`config.mk`:
```
export PLATFORM = sky130hd
export DESIGN_NAME = k_group_stream_reverser
export DESIGN_NICKNAME = d
export VERILOG_FILES = /design/src/design/kgsr_pkg.sv /design/src/design/k_group_stream_reverser.sv /design/src/design/kgsr_ctrl.sv /design/src/design/kgsr_datapath.sv
export SDC_FILE = /design/constraint.sdc
export NUM_CORES = 1
export LEC_CHECK = 0
export BUFFER_PORTS_ARGS = -buffer_cell sky130_fd_sc_hd__buf_2
export CAP_MARGIN = 20
export CORE_MARGIN = 3
export CORE_UTILIZATION = 30
export CTS_CLUSTER_DIAMETER = 80
export DETAILED_ROUTE_END_ITERATION = 10
export PLACE_DENSITY = 0.53
export SLEW_MARGIN = 10
export SYNTH_ARGS = -nofsm -noshare
export SYNTH_HDL_FRONTEND = slang
export SYNTH_SLANG_ARGS = --single-unit
```
`constraint.sdc`:
```
create_clock -name clk -period 11.01 [get_ports clk]
set_clock_uncertainty 0.2 [all_clocks]
set_input_delay 1.101 -clock clk [delete_from_list [all_inputs] [get_ports clk]]
set_output_delay 1.101 -clock clk [all_outputs]
set_load 0.005 [all_outputs]
```
`src/design/kgsr_pkg.sv`:
```
// Shared types and constants for the k-group stream reverser.
package kgsr_pkg;

  localparam int CFG_W = 5;

  typedef struct packed {
    logic wr_en;
    logic rd_en;
    logic run_last;
    logic list_done;
  } kgsr_cmd_t;

endpackage

```
`src/design/k_group_stream_reverser.sv`:
```
// Top level of the k-group stream reverser.
//
//   channel  direction  payload
//   s_*      in         tdata: item_value; tlast: list_last
//   m_*      out        tdata: out_value; tuser: run_last; tlast: list_done
//   cfg_*    in         data: group_size
//
// An item that only adds to a group is written into the group buffer. An item that
// completes a group or ends a list also starts a drain that emits the group, and the
// single read port of the group buffer is walked one entry per cycle.
// Input is not taken while a group drains; m_tready low pauses the drain.
// Synchronous reset clears the fill count, the drain state and the output
// valid; the group size resets to one.
module k_group_stream_reverser #(
  parameter int MAX_GROUP = 16,
  parameter int DATA_WIDTH = 32
) (
  input  logic                                  clk,
  input  logic                                  rst,
  input  logic                                  s_tvalid,
  output logic                                  s_tready,
  input  logic [((DATA_WIDTH + 7) / 8) * 8-1:0] s_tdata,  // item_value
  input  logic                                  s_tlast,
  output logic                                  m_tvalid,
  input  logic                                  m_tready,
  output logic [((DATA_WIDTH + 7) / 8) * 8-1:0] m_tdata,  // out_value
  output logic                                  m_tlast,
  output logic [0:0]                            m_tuser,  // run_last
  input  logic                                  cfg_valid,
  output logic                                  cfg_ready,
  input  logic [kgsr_pkg::CFG_W-1:0]            cfg_data
);
  import kgsr_pkg::*;

  localparam int TDW = ((DATA_WIDTH + 7) / 8) * 8;
  localparam int AW  = (MAX_GROUP > 1) ? $clog2(MAX_GROUP) : 1;
  localparam int CW  = $clog2(MAX_GROUP + 1);

  kgsr_cmd_t      cmd;
  logic           out_stall;
  logic [AW-1:0]  wr_addr;
  logic [AW-1:0]  rd_addr;

  kgsr_ctrl #(
    .MAX_GROUP (MAX_GROUP),
    .AW        (AW),
    .CW        (CW)
  ) u_ctrl (
    .clk       (clk),
    .rst       (rst),
    .s_tvalid  (s_tvalid),
    .s_tready  (s_tready),
    .s_tlast   (s_tlast),
    .cfg_valid (cfg_valid),
    .cfg_ready (cfg_ready),
    .cfg_data  (cfg_data),
    .out_stall (out_stall),
    .cmd       (cmd),
    .wr_addr   (wr_addr),
    .rd_addr   (rd_addr)
  );

  kgsr_datapath #(
    .DATA_WIDTH (DATA_WIDTH),
    .MAX_GROUP  (MAX_GROUP),
    .AW         (AW),
    .TDW        (TDW)
  ) u_datapath (
    .clk       (clk),
    .rst       (rst),
    .cmd       (cmd),
    .wr_addr   (wr_addr),
    .rd_addr   (rd_addr),
    .wr_data   (s_tdata[DATA_WIDTH-1:0]),
    .out_stall (out_stall),
    .m_tvalid  (m_tvalid),
    .m_tready  (m_tready),
    .m_tdata   (m_tdata),
    .m_tlast   (m_tlast),
    .m_tuser   (m_tuser)
  );

  a_list_done_ends_run: assert property (@(posedge clk) disable iff (rst)
    m_tvalid && m_tlast |-> m_tuser[0])
    else $error("list_done without run_last");

  a_no_rw_overlap: assert property (@(posedge clk) disable iff (rst)
    !(cmd.wr_en && cmd.rd_en))
    else $error("buffer write and read issued together");

  a_last_starts_drain: assert property (@(posedge clk) disable iff (rst)
    s_tvalid && s_tready && s_tlast |=> !s_tready)
    else $error("list end did not start a drain");

endmodule

```
`src/design/kgsr_ctrl.sv`:
```
// Controller: group fill tracking, drain sequencing and the group size register.
module kgsr_ctrl #(
  parameter int MAX_GROUP = 16,
  parameter int AW = 4,
  parameter int CW = 5
) (
  input  logic                  clk,
  input  logic                  rst,
  input  logic                  s_tvalid,
  output logic                  s_tready,
  input  logic                  s_tlast,
  input  logic                  cfg_valid,
  output logic                  cfg_ready,
  input  logic [kgsr_pkg::CFG_W-1:0] cfg_data,
  input  logic                  out_stall,
  output kgsr_pkg::kgsr_cmd_t   cmd,
  output logic [AW-1:0]         wr_addr,
  output logic [AW-1:0]         rd_addr
);
  import kgsr_pkg::*;

  typedef enum logic [0:0] {
    ST_IDLE,
    ST_DRAIN
  } state_t;

  state_t           state;
  logic [CFG_W-1:0] group_size;
  logic [CW-1:0]    fill;
  logic [CW-1:0]    cnt;
  logic [CW-1:0]    idx;
  logic             rev;
  logic             lst;

  logic [CW-1:0]    keff;
  logic [CW-1:0]    fill_inc;
  logic [CW-1:0]    rev_idx;
  logic             accept;
  logic             full;
  logic             final_rd;

  always_comb begin
    if (group_size == '0) begin
      keff = CW'(1);
    end else if (int'(group_size) > MAX_GROUP) begin
      keff = CW'(MAX_GROUP);
    end else begin
      keff = CW'(group_size);
    end
  end

  assign s_tready  = (state == ST_IDLE);
  assign cfg_ready = 1'b1;
  assign accept    = s_tvalid && s_tready;
  assign fill_inc  = fill + CW'(1);
  assign full      = (fill_inc >= keff);
  assign rev_idx   = cnt - CW'(1) - idx;
  assign final_rd  = (idx == cnt - CW'(1));

  assign wr_addr = fill[AW-1:0];
  assign rd_addr = rev ? rev_idx[AW-1:0] : idx[AW-1:0];

  assign cmd.wr_en     = accept;
  assign cmd.rd_en     = (state == ST_DRAIN) && !out_stall;
  assign cmd.run_last  = final_rd;
  assign cmd.list_done = final_rd && lst;

  always_ff @(posedge clk) begin
    if (rst) begin
      state      <= ST_IDLE;
      group_size <= CFG_W'(1);
      fill       <= '0;
      cnt        <= '0;
      idx        <= '0;
      rev        <= 1'b0;
      lst        <= 1'b0;
    end else begin
      if (cfg_valid && cfg_ready) begin
        group_size <= cfg_data;
      end
      case (state)
        ST_IDLE: begin
          if (accept) begin
            if (full || s_tlast) begin
              state <= ST_DRAIN;
              cnt   <= fill_inc;
              idx   <= '0;
              rev   <= full;
              lst   <= s_tlast;
              fill  <= '0;
            end else begin
              fill <= fill_inc;
            end
          end
        end
        ST_DRAIN: begin
          if (cmd.rd_en) begin
            idx <= idx + CW'(1);
            if (final_rd) begin
              state <= ST_IDLE;
            end
          end
        end
        default: begin
          state <= ST_IDLE;
        end
      endcase
    end
  end

endmodule

```
`src/design/kgsr_datapath.sv`:
```
// Datapath: group buffer memory and the registered output stage.
module kgsr_datapath #(
  parameter int DATA_WIDTH = 32,
  parameter int MAX_GROUP = 16,
  parameter int AW = 4,
  parameter int TDW = 32
) (
  input  logic                  clk,
  input  logic                  rst,
  input  kgsr_pkg::kgsr_cmd_t   cmd,
  input  logic [AW-1:0]         wr_addr,
  input  logic [AW-1:0]         rd_addr,
  input  logic [DATA_WIDTH-1:0] wr_data,
  output logic                  out_stall,
  output logic                  m_tvalid,
  input  logic                  m_tready,
  output logic [TDW-1:0]        m_tdata,
  output logic                  m_tlast,
  output logic [0:0]            m_tuser
);
  import kgsr_pkg::*;

  logic [DATA_WIDTH-1:0] mem [MAX_GROUP];
  logic [DATA_WIDTH-1:0] rdata;
  logic                  ovalid;
  logic                  run_last;
  logic                  list_done;

  always_ff @(posedge clk) begin
    if (cmd.wr_en) begin
      mem[wr_addr] <= wr_data;
    end
  end

  always_ff @(posedge clk) begin
    if (cmd.rd_en) begin
      rdata     <= mem[rd_addr];
      run_last  <= cmd.run_last;
      list_done <= cmd.list_done;
    end
  end

  always_ff @(posedge clk) begin
    if (rst) begin
      ovalid <= 1'b0;
    end else if (cmd.rd_en) begin
      ovalid <= 1'b1;
    end else if (m_tready) begin
      ovalid <= 1'b0;
    end
  end

  assign out_stall  = ovalid && !m_tready;
  assign m_tvalid   = ovalid;
  assign m_tdata    = TDW'(rdata);
  assign m_tlast    = list_done;
  assign m_tuser[0] = run_last;

endmodule

```
* After elaboration in Yosys (flattened, before gate mapping) *
Memories as Yosys holds them, arrays and structs flattened. A register that Yosys moved wholly into a read port is not among the register bits.
Index checks and enable logic that the tools add are counted.

storage, ports and cells
  register bits = 26
  RAM bits = 512
  input bits = 43
  output and inout port bits = 37
  memories kept = 1

memory list
  memory          depth  bits a word  read ports  clocked after Yosys merged registers in  wr ports  RTL line             source
  u_datapath.mem  16     32           1           1                                        1         kgsr_datapath.sv:23  logic [DATA_WIDTH-1:0] mem [MAX_GROUP];

cells by class
  $add $sub $neg = 4
  order comparisons = 2
  equality and inequality tests = 4
  muxes and demuxes = 17
  bitwise gates (word level) = 1
  reductions and logical operators = 12

operators by type and width
  cell                                                  count
  two-way mux 5 bit                                     6
  adder 5 x 1 -> 5 bit, second input constant           2
  one-hot mux 5 bit (2 select lines)                    1
  two-way mux 1 bit                                     8
  != test 2 bit, second input constant                  3
  AND reduction 3 bit                                   2
  equality test 5 bit                                   1
  greater-or-equal comparator 5 bit                     1
  greater-than comparator 5 bit, second input constant  1
  logical NOT 5 bit                                     1
  subtractor 5 x 1 -> 5 bit, second input constant      1
  logical AND 1 bit                                     4
  two-way mux 4 bit                                     1
  subtractor 4 bit                                      1
  logical NOT 1 bit                                     2
  one-hot mux 1 bit (2 select lines)                    1
  AND reduction 2 bit                                   1
  nonzero test 2 bit                                    1
  logical OR 1 bit                                      1
  inverter 1 bit                                        1

* Longest topological paths before layout *
  word-level depth = 8
  mapped depth = 11

* Modules after synthesis *
A second synthesis with hierarchy kept.

second synthesis, totals
  cells, all modules = 1008
  area total of the unflattened synthesis = 21649.5 um^2

by module, submodules not included
  module         instances  cells an instance  area an instance (um^2)  sequential area each (um^2)
  kgsr_datapath  1          844                20250.7                  16415.7
  kgsr_ctrl      1          164                1398.8                   460.4

* Worst setup path before layout *
OpenSTA, ideal clock, no wires.

  path kind = input-to-reg
  start = in s_tvalid
  end = mem u_datapath.mem[0][0] (enable)
  setup time = 0.461 ns
  arrival time = 4.056 ns
  required time = 10.349 ns
  slack = 6.293 ns
  stages = 4
  cell sequence = nor2b_1 clkbuf_1 nand2_1 nor3_1

between the ends
  cells in the longest elaborated chain, start to end = 3

ends and longest elaborated chain
  element                                  RTL line                       source
  from (decl)                              k_group_stream_reverser.sv:20  input logic s_tvalid,
  logical AND 1 bit                        kgsr_ctrl.sv:54                assign accept = s_tvalid && s_tready;
  two-way mux 1 bit                        kgsr_datapath.sv:30            if (cmd.wr_en) begin
  two-way mux 1 bit (not written as such)  kgsr_datapath.sv:31            mem[wr_addr] <= wr_data;
  to (decl)                                kgsr_datapath.sv:23

No other way between the ends.

* Worst setup path in the final report *
  start = reg u_ctrl.idx[0]
  end = reg u_datapath.rdata[31], in the netlist u_datapath.m_tdata[31], read port of u_datapath.mem, data pin

between the ends
  cells in the longest elaborated chain, start to end = 2

ends and longest elaborated chain
  element                 RTL line             source
  from (decl)             kgsr_ctrl.sv:31      logic [CW-1:0] idx;
  from (signal assigned)  kgsr_ctrl.sv:98      idx <= idx + CW'(1);
  subtractor 4 bit        kgsr_ctrl.sv:57      assign rev_idx = cnt - CW'(1) - idx;
  two-way mux 4 bit (*)   kgsr_ctrl.sv:61      assign rd_addr = rev ? rev_idx[AW-1:0] : idx[AW-1:0];
  to (decl)               kgsr_datapath.sv:24  logic [DATA_WIDTH-1:0] rdata;

Mark *: on every way between the ends. The rest lies on a longest branch, timed or not.
A chain may end at the register's enable or synchronous reset.

==> results.sh <==
export IMPL_status="finished, final reports clean"
export IMPL_power_switching_mw=1.25
export IMPL_worstPathMaxFanout=68
export IMPL_dieArea_mm2=0.0773
export IMPL_io_pins=80
export IMPL_hold_viol=0
export IMPL_period_share_pct=39.2
export IMPL_htree_levels=2
export IMPL_drc_errors=0
export IMPL_cts_root_buf="clkbuf_16"
export IMPL_first_iter_violations=1053
export IMPL_cts_inserted_buffers=58
export IMPL_power_internal_mw=3.73
export IMPL_insertion_delay_ns=0.61
export IMPL_ys_ff_latch=570
export IMPL_fin_nets=1770
export IMPL_min_period_ns=4.31
export IMPL_hp_class="flop to flop"
export IMPL_arrival_ns=4.44
export IMPL_leakagePower_nw=8.44
export IMPL_ant_nets=0
export IMPL_grt_pass1_wl_mm=83.8
export IMPL_postCtsSetupRepairBufs=0
export IMPL_vias_per_cell=4.92
export IMPL_wl_mm=56.7
export IMPL_seq_area_frac_synth_pct=76.1
export IMPL_syn_cell_area_mm2=0.0222
export IMPL_synth_nets=1690
export IMPL_drive_above_1_share_pct=13.0
export IMPL_cts_sinks=570
export IMPL_path_cells="ha_1 -> fa_1 -> nand2b_1 -> nand2_4 -> buf_4 -> mux2i_1 -> a32oi_1 -> nand4_1 -> o21ai_0"
export IMPL_drv_slew=0
export IMPL_clkPwrFrac_pct=39.0
export IMPL_synth_cell_type_count=40
export IMPL_synth_top_cell_area_share_pct=73.9
export IMPL_die_y_um=278
export IMPL_synth_top_family_by_area="simple AND/OR/NAND/NOR gates"
export IMPL_seq_power_share_pct=49.5
export IMPL_syn_to_final_growth_pct=16.0
export IMPL_tightest_slew_ns=1.00
export IMPL_slew_limit_headroom_pct=32.8
export IMPL_cp_start_kind="flop"
export IMPL_cp_required_ns=11.14
export IMPL_dpl_hpwl_mm=28.5
export IMPL_grt_start_max_net_pins=78
export IMPL_grt_overflow=0
export IMPL_critPathMaxStageDelay_ns=0.80
export IMPL_yosys_mux_area_fraction_pct=1.62
export IMPL_final_area_mm2=0.0257
export IMPL_final_cell_mix="edfxtp_1, nand2_1, nand3_1"
export IMPL_clkSlewWorstSetupHoldPaths_ns=0.06
export IMPL_start_util_pct=30.4
export IMPL_comb_power_share_pct=11.5
export IMPL_dr_pass1_iters=6
export IMPL_ir_worst_vdd_mv=0.123
export IMPL_rsz0062_at_grt="false"
export IMPL_synth_top_area_cell="edfxtp_1"
export IMPL_ctsResizeCount=0
export IMPL_synthXorXnorAreaFrac_pct=0.710
export IMPL_syn_avg_cell_area_um2=13.6
export IMPL_cp_end_kind="flop"
export IMPL_synth_compound_area_share_pct=3.11
export IMPL_mostFrequentLayoutCell="edfxtp_1"
export IMPL_hold_buffers=0
export IMPL_switching_share_pct=25.1
export IMPL_fmax_ghz=0.232
export IMPL_post_drt_wl_per_cell_um=20.9
export IMPL_cts_tree="built"
export IMPL_p_per_area_mw_per_mm2=193
export IMPL_critPathSlowestCell="buf_4"
export IMPL_hold_worst_slack_ns=0.279
export IMPL_cts_path_max_buffers=3
export IMPL_vias=13376
export IMPL_gp_congestion=0.742
export IMPL_synthAdderAreaFrac_pct=0.880
export IMPL_row_count=99
export IMPL_antenna_found_initial=7
export IMPL_numPortBuffers=78
export IMPL_core_mm2=0.0731
export IMPL_setup_tns_ns=0
export IMPL_power_mw=4.97
export IMPL_post_dp_cell_area_mm2=0.0239
export IMPL_finalSetupViolations=0
export IMPL_ys_warn_count=0
export IMPL_synthTopCellsByArea="edfxtp_1, nand2_1, nand3_1, dfxtp_1, nand4_1"
export IMPL_critPathKind="flop to flop"
export IMPL_track_usage_pct=14.4
export IMPL_syn_inst=1632
export IMPL_dieWidth_um=278
export IMPL_maxCapViolCount=0
export IMPL_grt_pass1_vias=13083
export IMPL_synth_simple_gate_area_share_pct=15.6
## Yosys cell counts
master       n
edfxtp_1   546
nand2_1    467
nand3_1    196
nand4_1     66
clkbuf_1    43
buf_2       41
mux2i_1     36
a32oi_1     32
dfxtp_1     24
nor2_1      23
o21ai_0     21
nor3_1      20
o21ai_1     16
ha_1        14
a21oi_1     13
inv_1       11
nand2b_1    10
xnor2_1     10
xor2_1       8
buf_4        5
o22ai_1      4
a21o_1       3
nor2b_1      3
a211o_1      2
clkbuf_2     2
nor3b_1      2
a211oi_1     1
a211oi_2     1
a21oi_4      1
a221oi_1     1
and2_1       1
conb_1       1
fa_1         1
nand4b_1     1
nor2_2       1
o211ai_1     1
o2bb2ai_1    1
o32ai_1      1
o32ai_2      1
o41ai_1      1
## layout make-up
type | instances | area [µm²]
fill | 6980 | 47300
sequential | 570 | 16900
multi-input combinational | 960 | 5120
clock buffer | 70 | 1520
tap | 959 | 1200
timing repair buffer | 111 | 638
clock inverter | 36 | 350
inverter | 11 | 41.3
antenna | 1 | 2.50
## layer usage
layer | track usage (%) | wire (µm) | up-vias
li1 | - | - | 6170
met1 | 19.1 | 24800 | 6722
met5 | 0 | 40 | -
met3 | 2.63 | 3210 | 108
met2 | 23.9 | 26900 | 370
met4 | 4.93 | 1680 | 6
## critical path: cells and delay by family, from the launching register on
family	cells	cell delay (ns)
and+or+nand+nor	3	1.14
muxes	1	0.29
buffers and inverters	1	0.80
AOI/OAI and AO/OA	2	0.18
DFF	1	0.62
adders and majority gates	2	0.74
## power by group through the flow
stage / logic [mW] / clock network (mW) / registers, mW
final: 0.570 / 1.94 / 2.46
after global routing: 0.633 / 2.07 / 2.47
after CTS: 0.582 / 1.99 / 2.46
after detailed placement: 0.580 / 0 / 2.51
after global placement: 0.572 / 0 / 2.51
after floorplan: 0.359 / 0 / 2.50
## worst paths after layout
kind | from | endpoint | slack (ns) | depth (start not counted)
worst max-delay path | u_ctrl.idx[0] | u_datapath.m_tdata[31] | 6.70 | 9
worst min-delay path | u_ctrl.lst | u_ctrl.lst | 0.28 | 2
worst max register to register | u_ctrl.idx[0] | u_datapath.m_tdata[31] | 6.70 | 9
worst min register to register | u_ctrl.lst | u_ctrl.lst | 0.28 | 2
## sequential cells by signal (all words and copies together), names as in the netlist, 5 cells and up
register            count
u_ctrl.cnt              5
u_ctrl.group_size       5
u_datapath.mem        512
u_ctrl.fill             5
u_datapath.m_tdata     32
u_ctrl.idx              5
## cell families (layout without fill, tap and decap cells)
| group | after synthesis | count (layout) |
|---|---|---|
| flops | 570 | 570 |
| other cells | 1 | 2 |
| mux | 36 | 36 |
| compound gates | 100 | 100 |
| buf+inv | 102 | 228 |
| fa+ha+maj | 15 | 15 |
| simple gates | 790 | 790 |
| xor+xnor | 18 | 18 |
## per-stage QoR
stage	setup WS (ns)	instances	utilization, %
after floorplan	6.29	1632	-
after global placement	6.83	2611	32.7
after detailed placement	6.72	2611	32.7
after CTS	6.70	2717	35.2
after global routing	6.42	2717	35.2
final	6.70	2718	35.2
(Power assumes the default switching activity.)
